===== src/design/jul_pkg.sv =====
package jul_pkg;

  // defaults for the top level parameters
  localparam int DEF_IMG_WIDTH  = 1024;
  localparam int DEF_IMG_HEIGHT = 1024;
  localparam int DEF_ITER_BITS  = 16;

  // configuration register indexes
  localparam logic [2:0] REG_C_RE     = 3'd0;
  localparam logic [2:0] REG_C_IM     = 3'd1;
  localparam logic [2:0] REG_MAX_ITER = 3'd2;
  localparam logic [2:0] REG_STEP_X   = 3'd3;
  localparam logic [2:0] REG_STEP_Y   = 3'd4;
  localparam logic [2:0] REG_ORIGIN   = 3'd5;

  // register reset values
  localparam logic signed [31:0] RST_C_RE     = 32'sd0;
  localparam logic signed [31:0] RST_C_IM     = 32'sd0;
  localparam logic [15:0]        RST_MAX_ITER = 16'd256;
  localparam logic signed [31:0] RST_STEP_X   = 32'sd49152;
  localparam logic signed [31:0] RST_STEP_Y   = 32'sd49152;
  localparam logic signed [31:0] RST_ORIGIN   = -32'sd25165824;

  // escape when |z|^2 >= 16, in Q16.48
  localparam logic [63:0] ESC_BOUND = 64'd16 << 48;

  // gradient constants
  localparam int         QUOT_W     = 8;
  localparam logic [7:0] GRAD_K1    = 8'd180;
  localparam logic [7:0] GRAD_K2    = 8'd165;
  localparam logic [7:0] GRAD_BASE1 = 8'd255;
  localparam logic [7:0] GRAD_BASE2 = 8'd165;
  localparam logic [7:0] RED_LEVEL  = 8'd255;
  localparam logic [7:0] BLUE_LEVEL = 8'd0;

  typedef struct packed {
    logic [9:0] pixel_x;
    logic [9:0] pixel_y;
  } in_word_t;

  typedef struct packed {
    logic [15:0] iterations;
    logic [7:0]  green;
    logic [7:0]  red;
    logic [7:0]  blue;
  } out_word_t;

  typedef struct packed {
    logic signed [31:0] c_re;
    logic signed [31:0] c_im;
    logic [15:0]        max_iter;
    logic signed [31:0] step_x;
    logic signed [31:0] step_y;
    logic signed [31:0] origin;
  } cfg_regs_t;

  // datapath operations
  typedef enum logic [2:0] {
    OP_NONE,
    OP_LOAD,
    OP_MAP_MUL,
    OP_MAP_ADD,
    OP_SQ_MUL,
    OP_UPDATE,
    OP_DIV_LOAD,
    OP_EMIT
  } op_t;

  // jump conditions
  typedef enum logic [2:0] {
    C_NEVER,
    C_NO_IN,
    C_DONE,
    C_NOT_ESC,
    C_DIV_BUSY,
    C_OUT_BUSY
  } cond_t;

  typedef logic [2:0] upc_t;

  typedef struct packed {
    op_t   op;
    cond_t cond;
    upc_t  jmp;
  } ctrl_t;

  // status seen by the sequencer
  typedef struct packed {
    logic no_in;
    logic done;
    logic esc;
    logic div_busy;
    logic out_busy;
  } seq_stat_t;

  // status from the datapath
  typedef struct packed {
    logic done;
    logic esc;
  } dp_stat_t;

  // program step addresses
  localparam upc_t STEP_WAIT  = 3'd0;
  localparam upc_t STEP_MAPM  = 3'd1;
  localparam upc_t STEP_MAPA  = 3'd2;
  localparam upc_t STEP_SQM   = 3'd3;
  localparam upc_t STEP_UPD   = 3'd4;
  localparam upc_t STEP_COLOR = 3'd5;
  localparam upc_t STEP_DIVW  = 3'd6;
  localparam upc_t STEP_EMIT  = 3'd7;

  localparam int UCODE_DEPTH = 8;

  // control store: a taken condition jumps, otherwise the step counter
  // advances; the last step wraps back to the wait step
  localparam ctrl_t UCODE [UCODE_DEPTH] = '{
    '{op: OP_LOAD,     cond: C_NO_IN,    jmp: STEP_WAIT},
    '{op: OP_MAP_MUL,  cond: C_NEVER,    jmp: STEP_WAIT},
    '{op: OP_MAP_ADD,  cond: C_NEVER,    jmp: STEP_WAIT},
    '{op: OP_SQ_MUL,   cond: C_DONE,     jmp: STEP_COLOR},
    '{op: OP_UPDATE,   cond: C_NOT_ESC,  jmp: STEP_SQM},
    '{op: OP_DIV_LOAD, cond: C_NEVER,    jmp: STEP_WAIT},
    '{op: OP_NONE,     cond: C_DIV_BUSY, jmp: STEP_DIVW},
    '{op: OP_EMIT,     cond: C_OUT_BUSY, jmp: STEP_EMIT}
  };

endpackage


===== src/design/jul_seq.sv =====
module jul_seq
  import jul_pkg::*;
(
  input  logic      clk,
  input  logic      rst_n,
  input  seq_stat_t stat,
  output ctrl_t     ctrl
);

  upc_t pc_r, pc_nxt;
  logic taken;

  // fetch the current control word
  assign ctrl = UCODE[pc_r];

  // jump condition decode
  always_comb begin
    unique case (ctrl.cond)
      C_NEVER:    taken = 1'b0;
      C_NO_IN:    taken = stat.no_in;
      C_DONE:     taken = stat.done;
      C_NOT_ESC:  taken = !stat.esc;
      C_DIV_BUSY: taken = stat.div_busy;
      C_OUT_BUSY: taken = stat.out_busy;
      default:    taken = 1'b0;
    endcase
  end

  // step counter, wraps at the end of the program
  assign pc_nxt = taken ? ctrl.jmp : upc_t'(pc_r + 3'd1);

  always_ff @(posedge clk) begin
    if (!rst_n) begin
      pc_r <= STEP_WAIT;
    end else begin
      pc_r <= pc_nxt;
    end
  end

endmodule


===== config.mk =====
export PLATFORM = sky130hd
export DESIGN_NAME = jul_seq
export DESIGN_NICKNAME = d
export VERILOG_FILES = /design/src/design/jul_pkg.sv /design/src/design/jul_seq.sv
export SDC_FILE = /design/constraint.sdc
export NUM_CORES = 1
export LEC_CHECK = 0
export ABC_AREA = 1
export BUFFER_PORTS_ARGS = -buffer_cell sky130_fd_sc_hd__buf_2
export CORE_AREA = 4 4 41 43
export DETAILED_ROUTE_END_ITERATION = 12
export DIE_AREA = 0 0 45 47
export PLACE_DENSITY = 0.58
export SLEW_MARGIN = 20
export SYNTH_ARGS = -nofsm -noshare
export SYNTH_HDL_FRONTEND = slang
export SYNTH_SLANG_ARGS = --single-unit

===== constraint.sdc =====
create_clock -name clk -period 4.16 [get_ports clk]
set_input_delay 0.208 -clock clk [delete_from_list [all_inputs] [get_ports clk]]
set_output_delay 0.208 -clock clk [all_outputs]
set_load 0.02 [all_outputs]

# Yosys cells after proc, flatten, opt, wreduce, memory -nomap -nowiden
# Memories as Yosys holds them, arrays and structs flattened.
# Cells that the tools add are included.
# op_classes
n_addsub,1
order_cmp,1
n_eq_ne,5
muxes,4
n_bitwise,1
reduce_logical,1
# op_table
operator,count
$mux 9,2
$eq 3x2->1 const B,2
$eq 3x3->1 const B,2
$pmux 1 s5,1
$ge 4x4->1 const B,1
$not 3->4,1
$add 3x1->3 const B,1
$eq 3x1->1 const B,1
$mux 3,1
$logic_not 1->1,1
# totals
ff_bits,3
mem_bits_ro,72
in_bits,7
output_inout_bits,9
elab_cells,15
mem_count,1
# mem_list
memory,words,word_bits,read_ports,rd_ports_with_merged_regs,write_ports,line,source
(no name shown),8,9,1,0,0,jul_seq.sv:14,assign ctrl = UCODE[pc_r];

# Longest topological paths before layout
# logic_depth
ltp_word,7
mapped_depth,13
mapped_depth_nobuf,13

# Worst setup path after synthesis
# No wires, ideal clock.
# synth_timing
path_type,flip-flop to flip-flop
start,register pc_r[1]
end,register pc_r[2]
setup_ps,113
t_arrival_ps,1555
t_required_ps,4047
path_slack_ps,2493
path_stages_with_launch,14
n_path_buf,0
period_less_slack_ps,1667
path_cell_list,dfxtp_1 > inv_1 > ha_1 > inv_1 > nand2_2 > nand2_2 > inv_1 > nand2_1 > nand2_1 > nand2_1 > nand2_2 > nand3_1 > nand2_1 > nor2_1
# synth_lines
element,line,source
"start, declared",jul_seq.sv:10,"upc_t pc_r, pc_nxt;"
"start signal, assigned",jul_seq.sv:36,pc_r <= pc_nxt;

==> summary.txt <==
Timing
  – Pins Over Slew Limit: 0
  – Final setup vio count: 0
  – Fin. Hold Viols: 0
  – Final Skew: roughly 0.41 ps
  – Worst slew pin tran: 405 ps
  – Setup ws final: about 2200 ps
  – Setup TNS: 0 ps
  – Min Tclk post-route: 1920 ps
  – Worst rel slew slack: 73.0%
  – Fmax: around 0.52 GHz
  – RSZ-0062 raised after global routing: no
  – Hold slack: 243 ps
  – Tcrit/Tclk final: a little under half

Worst setup path
  – Worst Path Required: between 3000 and 4000 ps
  – Crit Path Class: flip-flop to output pin
  – Setup crit start kind: flip-flop
  – Worst r2r dst: pc_r[2]$_SDFF_PN0_
  – CP delay by family, top: flip-flops
  – Slowest stage delay, CP: 450 ps
  – Crit path cell chain: inv_1, ha_1, inv_1, nand2_2, nand2_2, inv_1, nand2_1, buf_2
  – R2R setup slack: 2300 ps
  – Worst R2R Start: pc_r[0]$_SDFF_PN0_
  – Depth of the most critical reg-to-reg path: 12
  – WP buf/inv: 4
  – WP data arrival: between 1500 and 2000 ps
  – Most Frequent Cell on Critical Path: inv_1
  – Crit path max-delay cell type: dfxtp_1
  – CP Capture Type: output pin
  – Crit-path max FO: 7

Die
  – Top-Level Pins: 16
  – Die Width: 45 µm
  – Die height: 47 µm
  – Starting Density: 36.9%
  – Site row count: 13
  – Core area: 0.00130 mm²
  – Die ar.: 0.00212 mm²

Global route
  – Initial antenna violation count: 0
  – GR Overflow Total: 0
  – GRT busiest layer: met2
  – M2 GR Usage: about 20%
  – Vias in the first global route: ~480
  – Fraction of met1 tracks used by global routing: 16.5%
  – Pin count of the biggest net entering global routing: 12
  – First-pass GRT wire length: 1960 µm
  – Met3 Resource Use GR: 3.45%
  – Total GRT Usage: 12.7%

Clock network
  – Clock transition at path regs: roughly 30 ps
  – CTS tree: yes
  – Hold_buf cts: 0
  – Root buf cell: clkbuf_4
  – H-tree depth: 1
  – Post-CTS sizing: 0
  – Clock buffer depth: 2
  – Postcts setup bufs: 0
  – Cts bufs inserted: 3
  – Skew-Pair Late Insertion Delay: 220 ps
  – Clock Sink Count: 3

Place
  – DP Worst Slack: 2290 ps
  – Detail Placement HPWL: approximately 950 µm
  – Routability-driven placement congestion ratio: 0.733
  – Placed Area: 563 µm²
  – PortBufs: 15

Min path
  – Hold Path Sink: pc_r[1]$_SDFF_PN0_
  – Worst hold path class: input pin to flip-flop
  – Min-delay src: rst_n
  – Hold Crit Depth: 3

Cells and area
  – Fraction of layout cells with a size suffix above 1: 27.6%
  – Nets: 119
  – Post-Layout Inst Area: around 590 µm²
  – Top reg by flops: pc_r
  – Diode count: 0
  – Max reg flops: 3
  – Area growth from synthesis to layout: 22.7%
  – Biggest regs: pc_r (3)
  – Fillers: 161

Synth
  – Most frequent cell after synthesis: nand2_1
  – Post-synth ARST share: 0%
  – Post-Syn Area: just under 500 µm²
  – Post-synthesis register bit count: 3
  – Post-synth EDFFs: 0
  – Seq/Total Area, Yosys: 12.5%
  – Synth cell count leaders: nand2_1, inv_1, nor2_1
  – Top-area cell type share of the netlist area: 19.5%
  – Synth Area per Inst: 5.52 µm²
  – Synth Warn #: 0
  – Yosys cell types: 15
  – Main area contributors after synthesis: nand2_1, ha_1, dfxtp_1
  – Most common flop cell mapped by yosys: dfxtp_1
  – Syn Inst Count: slightly below 90
  – Leading area contributor after synthesis: nand2_1
  – Syn_nets: 100

Power
  – Total power: ~0.44 mW
  – Clock network power share: 11.1%
  – NetSw: 0.252 mW
  – P_leak: roughly 0.37 nW
  – Combinational power share: 74.4%
  – Flop pwr share: 14.5%
  – PwrDens: 745 mW/mm²
  – Sw Ratio: a little under three fifths
  – Internal power: 0.187 mW
  – Worst vdd ir: 0.000255 V

Detailed routing
  – Router iterations before antenna repair: 3
  – Post-DR vias/cell: 4.45
  – First-iteration detailed-routing DRC count: 10
  – Total Wirelength: 1110 µm
  – Antenna-violating nets left: 0
  – Via count: 534
  – Drt wl/cell: 9.26 µm
  – DRC viols: 0

Run status
  – Status: finished, final reports clean

Run
  – Max_cap viols: 0
[power groups by stage]
stage | sequential (mW) | clock (mW) | combinational, mW
3_3_place_gp | 0.0632 | 0 | 0.334
5_1_grt | 0.0672 | 0.0553 | 0.376
3_5_place_dp | 0.0646 | 0 | 0.331
2_1_floorplan | 0.0533 | 0 | 0.262
4_1_cts | 0.0642 | 0.0512 | 0.332
6_report | 0.0637 | 0.0486 | 0.327
[metal layers]
| layer | up-vias | routed length (µm) |
|---|---|---|
| met4 | 0 | 0 |
| met2 | 11 | 482 |
| met3 | 0 | 69 |
| li1 | 301 | - |
| met5 | - | 0 |
| met1 | 222 | 559 |
[worst min-delay path, cell delays in order]
cell	delay, ps
buf_2	120
nand2_1	60
nor2_1	30
[stage by stage]
step                      utilization [%]  std cells
after global placement               43.3        116
after detailed placement             43.3        116
final                                45.3        120
after floorplan                         -         87
after global routing                 45.3        120
after CTS                            45.3        120
[cell usage in the layout (no fill, tap or decap), drive strengths merged]
master	count
or2	1
ha	6
buf	15
nand4	2
clkbuf	4
inv	17
nor2	13
nand2	32
dfxtp	3
nand3	7
o21ai	3
nand3b	1
a21oi	1
[worst max-delay path by stage]
stage | from | end | slack [ps] | depth (start not counted)
finish | pc_r[0]$_SDFF_PN0_ | ctrl[6] | 2240 | 8
global route | pc_r[1]$_SDFF_PN0_ | pc_r[2]$_SDFF_PN0_ | 2080 | 12
CTS | pc_r[0]$_SDFF_PN0_ | ctrl[6] | 2220 | 8
detailed placement | pc_r[1]$_SDFF_PN0_ | pc_r[2]$_SDFF_PN0_ | 2290 | 12
global placement | pc_r[0]$_SDFF_PN0_ | pc_r[1]$_SDFF_PN0_ | 2330 | 12
floorplan | pc_r[1]$_SDFF_PN0_ | pc_r[2]$_SDFF_PN0_ | 2490 | 13
[layout make-up]
type	count	area (µm²)	area share (%)
multi-input combinational	66	345	58.6
tap	15	18.8	3.18
clock buffer	4	26.3	4.46
timing repair buffer	15	75.1	12.7
sequential	3	60.1	10.2
inverter	17	63.8	10.8
[cells by family (layout without fill, tap and decap cells)]
group | count (synthesis) | after routing | share of synthesized area (%)
DFF | 3 | 3 | 12.5
and+or+nand+nor | 56 | 56 | 52.1
AOI/OAI and AO/OA | 4 | 4 | 4.16
adders and majority gates | 6 | 6 | 15.6
buffers and inverters | 18 | 36 | 15.6
No activity file was read; power rests on OpenSTA's default activity.
