File: config.mk
export PLATFORM = sky130hd
export DESIGN_NAME = jul_div
export DESIGN_NICKNAME = d
export VERILOG_FILES = /design/src/design/jul_pkg.sv /design/src/design/jul_div.sv
export SDC_FILE = /design/constraint.sdc
export NUM_CORES = 1
export LEC_CHECK = 0
export ABC_AREA = 1
export ABC_CLOCK_PERIOD_IN_PS = 4520
export BUFFER_PORTS_ARGS = -buffer_cell sky130_fd_sc_hd__clkbuf_2
export CORE_ASPECT_RATIO = 1.5
export CORE_MARGIN = 1.5
export CORE_UTILIZATION = 55
export DETAILED_ROUTE_END_ITERATION = 12
export PLACE_DENSITY = 0.76
export SETUP_SLACK_MARGIN = 0.1
export SLEW_MARGIN = 5
export SYNTH_ARGS = -nofsm -noshare
export SYNTH_HDL_FRONTEND = slang
export SYNTH_SLANG_ARGS = --single-unit
File: constraint.sdc
create_clock -name clk -period 4.52 [get_ports clk]
set_input_delay 0.452 -clock clk [delete_from_list [all_inputs] [get_ports clk]]
set_output_delay 0.452 -clock clk [all_outputs]
set_load 0.02 [all_outputs]
File: src/design/jul_pkg.sv
package jul_pkg;

  // defaults for the top level parameters
  localparam int DEF_IMG_WIDTH  = 1024;
  localparam int DEF_IMG_HEIGHT = 1024;
  localparam int DEF_ITER_BITS  = 16;

  // configuration register indexes
  localparam logic [2:0] REG_C_RE     = 3'd0;
  localparam logic [2:0] REG_C_IM     = 3'd1;
  localparam logic [2:0] REG_MAX_ITER = 3'd2;
  localparam logic [2:0] REG_STEP_X   = 3'd3;
  localparam logic [2:0] REG_STEP_Y   = 3'd4;
  localparam logic [2:0] REG_ORIGIN   = 3'd5;

  // register reset values
  localparam logic signed [31:0] RST_C_RE     = 32'sd0;
  localparam logic signed [31:0] RST_C_IM     = 32'sd0;
  localparam logic [15:0]        RST_MAX_ITER = 16'd256;
  localparam logic signed [31:0] RST_STEP_X   = 32'sd49152;
  localparam logic signed [31:0] RST_STEP_Y   = 32'sd49152;
  localparam logic signed [31:0] RST_ORIGIN   = -32'sd25165824;

  // escape when |z|^2 >= 16, in Q16.48
  localparam logic [63:0] ESC_BOUND = 64'd16 << 48;

  // gradient constants
  localparam int         QUOT_W     = 8;
  localparam logic [7:0] GRAD_K1    = 8'd180;
  localparam logic [7:0] GRAD_K2    = 8'd165;
  localparam logic [7:0] GRAD_BASE1 = 8'd255;
  localparam logic [7:0] GRAD_BASE2 = 8'd165;
  localparam logic [7:0] RED_LEVEL  = 8'd255;
  localparam logic [7:0] BLUE_LEVEL = 8'd0;

  typedef struct packed {
    logic [9:0] pixel_x;
    logic [9:0] pixel_y;
  } in_word_t;

  typedef struct packed {
    logic [15:0] iterations;
    logic [7:0]  green;
    logic [7:0]  red;
    logic [7:0]  blue;
  } out_word_t;

  typedef struct packed {
    logic signed [31:0] c_re;
    logic signed [31:0] c_im;
    logic [15:0]        max_iter;
    logic signed [31:0] step_x;
    logic signed [31:0] step_y;
    logic signed [31:0] origin;
  } cfg_regs_t;

  // datapath operations
  typedef enum logic [2:0] {
    OP_NONE,
    OP_LOAD,
    OP_MAP_MUL,
    OP_MAP_ADD,
    OP_SQ_MUL,
    OP_UPDATE,
    OP_DIV_LOAD,
    OP_EMIT
  } op_t;

  // jump conditions
  typedef enum logic [2:0] {
    C_NEVER,
    C_NO_IN,
    C_DONE,
    C_NOT_ESC,
    C_DIV_BUSY,
    C_OUT_BUSY
  } cond_t;

  typedef logic [2:0] upc_t;

  typedef struct packed {
    op_t   op;
    cond_t cond;
    upc_t  jmp;
  } ctrl_t;

  // status seen by the sequencer
  typedef struct packed {
    logic no_in;
    logic done;
    logic esc;
    logic div_busy;
    logic out_busy;
  } seq_stat_t;

  // status from the datapath
  typedef struct packed {
    logic done;
    logic esc;
  } dp_stat_t;

  // program step addresses
  localparam upc_t STEP_WAIT  = 3'd0;
  localparam upc_t STEP_MAPM  = 3'd1;
  localparam upc_t STEP_MAPA  = 3'd2;
  localparam upc_t STEP_SQM   = 3'd3;
  localparam upc_t STEP_UPD   = 3'd4;
  localparam upc_t STEP_COLOR = 3'd5;
  localparam upc_t STEP_DIVW  = 3'd6;
  localparam upc_t STEP_EMIT  = 3'd7;

  localparam int UCODE_DEPTH = 8;

  // control store: a taken condition jumps, otherwise the step counter
  // advances; the last step wraps back to the wait step
  localparam ctrl_t UCODE [UCODE_DEPTH] = '{
    '{op: OP_LOAD,     cond: C_NO_IN,    jmp: STEP_WAIT},
    '{op: OP_MAP_MUL,  cond: C_NEVER,    jmp: STEP_WAIT},
    '{op: OP_MAP_ADD,  cond: C_NEVER,    jmp: STEP_WAIT},
    '{op: OP_SQ_MUL,   cond: C_DONE,     jmp: STEP_COLOR},
    '{op: OP_UPDATE,   cond: C_NOT_ESC,  jmp: STEP_SQM},
    '{op: OP_DIV_LOAD, cond: C_NEVER,    jmp: STEP_WAIT},
    '{op: OP_NONE,     cond: C_DIV_BUSY, jmp: STEP_DIVW},
    '{op: OP_EMIT,     cond: C_OUT_BUSY, jmp: STEP_EMIT}
  };

endpackage

File: src/design/jul_div.sv
module jul_div
  import jul_pkg::*;
#(
  parameter int NUM_W = DEF_ITER_BITS + 8,
  parameter int DEN_W = DEF_ITER_BITS
) (
  input  logic              clk,
  input  logic              rst_n,
  input  logic              start,
  input  logic [NUM_W-1:0]  num,
  input  logic [DEN_W-1:0]  den,
  output logic              busy,
  output logic [QUOT_W-1:0] quot
);

  localparam int K_W = $clog2(QUOT_W);

  logic [NUM_W-1:0]  rem_r, rem_nxt;
  logic [DEN_W-1:0]  den_r, den_nxt;
  logic [QUOT_W-1:0] q_r, q_nxt;
  logic [K_W-1:0]    k_r, k_nxt;
  logic              busy_r, busy_nxt;
  logic [NUM_W-1:0]  dshift;
  logic [NUM_W:0]    trial;

  // restoring division, one quotient bit per cycle from the top;
  // the quotient is known to fit in QUOT_W bits
  assign dshift = NUM_W'(den_r) << k_r;
  assign trial  = {1'b0, rem_r} - {1'b0, dshift};

  always_comb begin
    rem_nxt  = rem_r;
    den_nxt  = den_r;
    q_nxt    = q_r;
    k_nxt    = k_r;
    busy_nxt = busy_r;
    if (start) begin
      rem_nxt  = num;
      den_nxt  = den;
      q_nxt    = '0;
      k_nxt    = K_W'(QUOT_W - 1);
      busy_nxt = 1'b1;
    end else if (busy_r) begin
      if (!trial[NUM_W]) begin
        rem_nxt   = trial[NUM_W-1:0];
        q_nxt[k_r] = 1'b1;
      end
      if (k_r == '0) begin
        busy_nxt = 1'b0;
      end else begin
        k_nxt = k_r - K_W'(1);
      end
    end
  end

  always_ff @(posedge clk) begin
    if (!rst_n) begin
      busy_r <= 1'b0;
    end else begin
      busy_r <= busy_nxt;
    end
  end

  always_ff @(posedge clk) begin
    rem_r <= rem_nxt;
    den_r <= den_nxt;
    q_r   <= q_nxt;
    k_r   <= k_nxt;
  end

  assign busy = busy_r;
  assign quot = q_r;

  // no restart while a division runs
  a_no_restart: assert property (@(posedge clk) disable iff (!rst_n)
    start |-> !busy_r)
    else $error("divider started while busy");

  // the last quotient bit ends the division
  a_last_bit: assert property (@(posedge clk) disable iff (!rst_n)
    busy_r && !start && (k_r == '0) |=> !busy_r)
    else $error("divider did not finish after last bit");

endmodule

# Yosys cells after proc, flatten, opt, wreduce, memory -nomap -nowiden
# Cells that the tools add are included.
# Widths: inputs -> output; s select.
# totals
inputBits,43
reg_bits,52
out_inout_bits,9
elab_cells,28
# classes
addsub,2
muxes,8
magnitude_cmp,2
n_reduce_logical,6
n_eq_ne,1
n_bitwise,3
n_shift,1
# op_table
operator,count
$mux 24,3
$sub 24x24->25,1
$shl 16x3->24,1
$or 8x8->8,1
$reduce_and 2->1,3
$lt 3x4->1 const B,1
$mux 1,4
$demux 1 s3,1
$ge 3x1->1 const B,1
$logic_not 3->1,1
$sub 3x1->3 const B,1
$ne 2x2->1 const B,1
$not 1->1,2
$reduce_bool 2->1,1
$logic_and 1x1->1,1

# Longest topological paths before layout
# Gate-level depths: netlist of the first run.
# depth
depth_word,5
depth_mapped,21
ltp_nobuf,20

# Worst setup path after synthesis of the first run
# OpenSTA, ideal clock, no wires.
# synth_timing
path_type,reg2reg
from,register k_r[0]
to,"register rem_r[0], enable pin"
t_required_ps,4139
period_less_slack_ps,2983
path_stages_with_launch,18
t_arrival_ps,2602
setup_slack_ps,1537
setup_time_ps,381
path_buffers,2
path_cell_list,dfxtp_1 -> buf_4 -> clkinv_1 -> clkbuf_8 -> nand2_1 -> nand3_1 -> o21ai_0 -> o21ai_0 -> inv_1 -> ha_1 -> nand2_2 -> nor2_2 -> nand2_1 -> nor2_2 -> nand2_2 -> nand3_4 -> nand2_1 -> nand2_1
# synth_via
elab_chain_cells,4
# synth_lines
item,line_no,rtl
start: declaration,jul_div.sv:21,"logic [K_W-1:0] k_r, k_nxt;"
start signal: assignment,jul_div.sv:68,k_r <= k_nxt;
$shl 16x3->24,jul_div.sv:28,assign dshift = NUM_W'(den_r) << k_r;
$sub 24x24->25,jul_div.sv:29,"assign trial = {1'b0, rem_r} - {1'b0, dshift};"
$ne 2x2->1 (no line),-,
$reduce_and 2->1 (no line),-,
end signal: assignment,jul_div.sv:65,rem_r <= rem_nxt;
end: declaration,jul_div.sv:18,"logic [NUM_W-1:0] rem_r, rem_nxt;"
# Every way passes these cells.
# A chain may end at the register's enable or synchronous reset.

# Final worst setup path of the first run
# layout_timing
from,register k_r[2]
to,"register rem_r[14], enable pin"
# Same word-level chain as after synthesis.

==> results.tsv, run 1 <==
metric	value	unit
powerDensity	449	nW/um^2
top_usage_layer	met2	
gp_congestion	1.05	
cts.repair.resized	0	
clkLatencyLatePin	0.30	ns
slew_violations	0	
outcome	finished, final reports clean	
netlist_instances	666	
leakagePower	0.00252	uW
cp_slowest_cell	dfxtp_1	
path_cells	clkinv_1, or2_2, ha_1, nand2_2, nor2_2, nand2_1, nor2_2, nand2_2, nand3_4, nand2_1, nand2_1, buf_4	
final-setup-viol-count	0	
drtIter0Drc	265	
worst-path-buf-inv	2	
hp-class	input pin to flop	
p_switching	918	uW
yosysMostFrequentCell	nand2_1	
hold_viol_final	0	
crit_path_end_kind	flop	
cpPeakStageDelay	0.72	ns
drive_gt1_share	12.0	%
power_switching_share	42.7	%
ys.flop_type	edfxtp_1	
synth_top_area_share	27.7	%
cap_viol_max_count	0	
antenna_cells	0	
tritoncts	done	
r2r_slack	0.86	ns
via_per_inst	5.23	
die_area	8440	sq um
worst_clock_skew	0.0119	ns
crit_start	k_r[2]	
dpl.hpwl	8900	um
intPower	1230	uW
crit_fanout	24	
period_minus_slack	3.66	ns
critPathTopFamily	simple AND/OR/NAND/NOR gates	
numClockSinks	52	
clk_pin_slew_worst_paths	0.06	ns
cts_inserted_buffers	5	
ios	52	
fp.dieH	112	um
grt_pass1_vias	4033	
pwr-share-clk	18.8	%
root_buffer	clkbuf_16	
fp.dieW	75.5	um
initial_core_util	57.0	%
wire_per_inst	13.6	um
crit_cells	12	
yosys_warnings	0	
dr.pass1.iters	5	
num-fill-cells	749	
startpoint_type	flop	
use_met2	46.8	%
worstReg2RegEnd	rem_r[14]	
final_area	4790	sq um
synth_edf_count	40	
antenna_found_initial	0	
hold_buffers	0	
max-vdd-ir-drop	0.000334	V
grt_first_pass_wirelength	17700	um
grt_use_total	27.7	%
fin_setup_tns	0	ns
yosys_register_bits	52	
cp.arrival	3.62	ns
synthTopCellsByArea	edfxtp_1, nand2_1, inv_1	
placed_cell_area	4630	sq um
critPathCapture	rem_r[14]	
r2r-start	k_r[2]	
synth_cell_types	34	
cts_buffer_depth	2	
yosysSeqAreaShare	33.2	%
synth_area	4340	sq um
ys_async_sr_fraction	0	%
worst_path_most_repeated_cell	nand2_1	
max_freq	273	MHz
core	7610	sq um
criticalPathCategory	flop to flop	
finalNetCount	779	
slew_headroom	41.6	%
antenna_left	0	
port_buffers	51	
row_count	39	
area_growth	10.4	%
seqPwrFrac	30.1	%
num_vias	4252	
remaining_drc_errors	0	
met3_usage	3.71	%
reg2regPathDepth	12	
htree_levels	2	
grt_max_degree	55	
gr-total-overflow	0	
routed_wl	11100	um
yosys.area.top_type	edfxtp_1	
comb_power_share	51.0	%
post-cts-setup-buffers	0	
worstMarginPinSlew	0.874	ns
worstPathRequired	4.49	ns
synth_fp_nets	735	
finalCritPeriodShare	80.9	%
avgSynthCellArea	6.51	sq um
grt_use_met1	33.2	%
rsz0062_at_grt	false	
netlist_top_cells_count	nand2_1, inv_1, nand3_1	
-- logic make-up (layout without fill, tap and decap cells) --
family / after synthesis / in the layout / synth area share [%]
compound gates: 62 / 62 / 7.27
xor+xnor: 3 / 3 / 0.606
fa+ha+maj: 26 / 26 / 7.67
buf+inv: 129 / 174 / 12.4
flops: 52 / 52 / 33.2
mux: 3 / 3 / 0.692
simple gates: 391 / 391 / 38.1
-- sequential cells by signal, indices dropped and copies added (netlist names) --
name / count
rem_r: 24
den_r: 16
quot: 8
k_r: 3
busy: 1
-- power groups by stage --
| stage | registers (uW) | clock network [uW] | logic (uW) |
|---|---|---|---|
| floorplan | 647 | 0 | 831 |
| global placement | 656 | 0 | 1050 |
| detailed placement | 659 | 0 | 1080 |
| CTS | 648 | 410 | 1090 |
| global route | 656 | 428 | 1240 |
| finish | 648 | 405 | 1100 |
-- layout make-up --
class	instances	area, sq um	share of cell area (%)
Clock buffer	7	158	3.29
Clock inverter	1	5.00	0.104
Inverter	111	417	8.70
Multi-Input combinational cell	485	2360	49.2
Sequential cell	52	1440	30.1
Tap cell	102	128	2.66
Timing Repair Buffer	55	285	5.95
-- cells in the final DEF (no fill, tap or decap) --
| cell | synthesis | routed |
|---|---|---|
| a21boi_0 | 1 | 1 |
| a21oi_1 | 24 | 24 |
| a31oi_1 | 2 | 2 |
| and2_1 | 1 | 1 |
| buf_4 | 1 | 4 |
| clkbuf_16 | 0 | 6 |
| clkbuf_2 | 0 | 51 |
| clkbuf_4 | 0 | 1 |
| clkinv_1 | 2 | 2 |
| clkinv_2 | 0 | 1 |
| dfxtp_1 | 12 | 12 |
| edfxtp_1 | 40 | 40 |
| fa_1 | 1 | 1 |
| ha_1 | 25 | 25 |
| inv_1 | 109 | 109 |
| mux2i_1 | 3 | 3 |
| nand2_1 | 267 | 267 |
| nand2_2 | 7 | 7 |
| nand2b_1 | 1 | 1 |
| nand3_1 | 52 | 52 |
| nand3_2 | 2 | 2 |
| nand3_4 | 1 | 1 |
| nand3b_1 | 5 | 5 |
| nand4_1 | 5 | 5 |
| nor2_1 | 36 | 36 |
| nor2_2 | 4 | 4 |
| nor2_4 | 1 | 1 |
| nor4_1 | 1 | 1 |
| o21ai_0 | 35 | 35 |
| or2_1 | 1 | 1 |
| or2_2 | 7 | 7 |
| xnor2_1 | 2 | 2 |
| xor2_1 | 1 | 1 |
-- how the worst min path moves through the flow --
stage             from   endpoint  slack (ns)  cells after the start
5_1_grt        den[12]  den_r[12]        0.32                      1
4_1_cts        den[14]  den_r[14]        0.33                      1
3_5_place_dp   quot[3]    quot[3]        0.44                      2
6_report       den[14]  den_r[14]        0.33                      1
3_3_place_gp   quot[3]    quot[3]        0.44                      2
2_1_floorplan  quot[0]    quot[0]        0.52                      2
-- worst reg2reg max path, stage by stage (launching register included) --
cell	delay, ns
dfxtp_1	0.72
clkinv_1	0.59
or2_2	0.47
ha_1	0.39
nand2_2	0.11
nor2_2	0.15
nand2_1	0.11
nor2_2	0.10
nand2_2	0.07
nand3_4	0.14
nand2_1	0.07
nand2_1	0.06
buf_4	0.33
-- routing by layer --
layer	part of all wire, %	vias to the layer above
met1	42	1927
met4	4.9	0
met2	49	122
met3	4.1	33
li1	-	2170
met5	0	-
-- through the flow --
stage	setup WS [ns]	util (%)	hold slack [ns]	std cells	total power (uW)
6_report	0.864	62.9	0.332	813	2150
5_1_grt	0.575	62.9	0.323	813	2330
4_1_cts	0.894	62.9	0.328	813	2140
3_5_place_dp	0.902	60.8	0.445	805	1740
3_3_place_gp	0.948	60.8	0.439	805	1710
2_1_floorplan	1.54	-	0.524	666	1480
No activity file was read; power rests on OpenSTA's default activity.
==> inputs of run 2 (changes only) <==
--- a/config.mk
+++ b/config.mk
@@ -6,13 +6,13 @@
 export NUM_CORES = 1
 export LEC_CHECK = 0
 export ABC_AREA = 1
-export ABC_CLOCK_PERIOD_IN_PS = 4520
+export ABC_CLOCK_PERIOD_IN_PS = 2940
 export BUFFER_PORTS_ARGS = -buffer_cell sky130_fd_sc_hd__clkbuf_2
 export CORE_ASPECT_RATIO = 1.5
 export CORE_MARGIN = 1.5
-export CORE_UTILIZATION = 55
+export CORE_UTILIZATION = 54
 export DETAILED_ROUTE_END_ITERATION = 12
-export PLACE_DENSITY = 0.76
+export PLACE_DENSITY = 0.78
 export SETUP_SLACK_MARGIN = 0.1
 export SLEW_MARGIN = 5
 export SYNTH_ARGS = -nofsm -noshare
==> constraint.sdc (replaced) <==
create_clock -name clk -period 2.94 [get_ports clk]
set_input_delay 0.294 -clock clk [delete_from_list [all_inputs] [get_ports clk]]
set_output_delay 0.294 -clock clk [all_outputs]
set_load 0.02 [all_outputs]
==> run 2 against run 1 <==
Net effect:
- final cell count rose by 2.1%
- clock skew is 0.0021 ns higher
- critical path type unchanged
- critical path depth is 2 higher
==> results.tsv, run 2 (synthesis results as in run 1) <==
metric	value	unit	change
max_freq	367	MHz	+34%
max-vdd-ir-drop	0.000560	V	+68%
htree_levels	2		unchanged
wire_per_inst	13.6	um	about the same
outcome	finished, final reports clean		
power	3590	uW	+67%
placed_cell_area	4730	sq um	+2.2%
grt_use_total	26.5	%	-1.2 points
die_area	8590	sq um	+1.8%
antenna_found_initial	0		unchanged
dpl.hpwl	8720	um	-2.0%
drtIter0Drc	296		+12%
worst_clock_skew	0.0140	ns	+0.00212 ns
ios	52		unchanged
via_per_inst	5.23		about the same
row_count	39		unchanged
hold_buffers	0		unchanged
crit_path_end_kind	flop		
hold_viol_final	0		unchanged
leakagePower	0.00262	uW	+4.0%
final-setup-viol-count	0		unchanged
port_buffers	51		unchanged
antenna_cells	0		unchanged
dr.pass1.iters	7		+2
timing.hold.ws	0.169	ns	-0.163 ns
comb_power_share	52.9	%	+1.9 points
crit_fanout	15		-38%
cts_buffer_depth	2		unchanged
final_area	5150	sq um	+7.5%
grt_pass1_vias	4156		+3.0%
gp_congestion	1.12		+6.1%
grt_max_degree	35		-36%
largest_reg_flops	24		unchanged
p_switching	1520	uW	+66%
area_growth	18.7	%	
remaining_drc_errors	0		unchanged
antenna_left	0		unchanged
final_common_cell	nand2_1		
clk_pin_slew_worst_paths	0.08	ns	+0.02 ns
fin_setup_tns	0	ns	unchanged
slew_violations	0		unchanged
final_cell_mix	nand2_1, inv_1, nand3_1		
finalWorstSetupSlack	0.218	ns	-0.646 ns
cp.arrival	2.75	ns	-0.87 ns
powerDensity	697	nW/um^2	+55%
fp.dieH	113	um	+0.89%
numClockSinks	52		unchanged
power_switching_share	42.5	%	-0.21 points
dp_slack	0.101	ns	-0.802 ns
routed_wl	11300	um	+2.2%
slew_headroom	69.2	%	+28 points
initial_core_util	56.3	%	-0.72 points
top_register	rem_r		
tritoncts	done		
grt_first_pass_wirelength	18200	um	+2.4%
period_minus_slack	2.72	ns	-0.934 ns
num_vias	4344		+2.2%
worstPathRequired	2.97	ns	-1.52 ns
num-fill-cells	734		-2.0%
clkLatencyLatePin	0.30	ns	about the same
drive_gt1_share	19.2	%	+7.3 points
finalCritPeriodShare	92.6	%	+12 points
startpoint_type	flop		
cts_inserted_buffers	5		unchanged
worstMarginPinSlew	0.462	ns	-0.413 ns
fp.dieW	76.2	um	+0.89%
root_buffer	clkbuf_16		
gr-total-overflow	0		unchanged
rsz0062_at_grt	true		
criticalPathCategory	flop to flop		
hp-class	input pin to flop		
seqPwrFrac	28.1	%	-2.0 points
cap_viol_max_count	0		unchanged
finalNetCount	796		+2.2%
intPower	2060	uW	+67%
pwr-share-clk	19.0	%	+0.2 points
core	7710	sq um	+1.3%
[run 2: metrics by stage]
step	cells	util, %
2_1_floorplan	666	-
3_3_place_gp	815	61.4
3_5_place_dp	815	61.4
4_1_cts	823	63.7
5_1_grt	830	66.8
6_report	830	66.8
[run 2: timing repair]
item                       4_1_cts  5_1_grt
buffers inserted                 0        6
setup endpoints to repair       24       48
gates cloned                     0        1
gates resized for setup          1       59
pin swaps                        0       12
[run 2: final cells by class]
| cell class | count | area, sq um | area share, % |
|---|---|---|---|
| flip-flops and latches | 52 | 1440 | 28.0 |
| clock inverters | 3 | 42.5 | 0.826 |
| inverters | 111 | 420 | 8.17 |
| clock buffers | 5 | 125 | 2.43 |
| multi-input cells | 485 | 2520 | 49.0 |
| well taps | 102 | 128 | 2.48 |
| repair buffers | 72 | 467 | 9.06 |
[run 2: path summary, 6_finish.rpt]
path            from        end  slack [ns]  depth (start not counted)
max reg2reg   k_r[2]   rem_r[9]        0.22                         14
max           k_r[2]   rem_r[9]        0.22                         14
min reg2reg  quot[0]    quot[0]        0.45                          2
min          den[12]  den_r[12]        0.17                          1
[run 2: power groups by stage]
stage               Sequential, uW  Clock [uW]  Combinational (uW)
finish                        1010         683                1900
global route                  1020         710                2130
CTS                            997         691                1680
detailed placement            1010           0                1660
global placement              1010           0                1630
floorplan                      994           0                1280
[run 2: per-layer routing]
layer / vias to the layer above / track usage [%] / wire, um
met2: 134 / 51.0 / 6010
met1: 1962 / 29.3 / 4360
li1: 2215 / - / -
met4: 0 / 11.4 / 441
met3: 33 / 2.90 / 491
met5: - / 0 / 0
[run 2: worst max-delay path, cell delays in order (launching register included)]
cell and delay [ns]:
dfxtp_2 0.34, buf_6 0.14, clkinvlp_4 0.13, buf_4 0.21, or2_2 0.35, ha_4 0.31, nand2_2 0.07, nor2_2 0.15
nand2_1 0.10, nor2_2 0.10, nand2_2 0.08, nand3_4 0.09, nand2_2 0.07, nand2_4 0.13, clkbuf_16 0.19
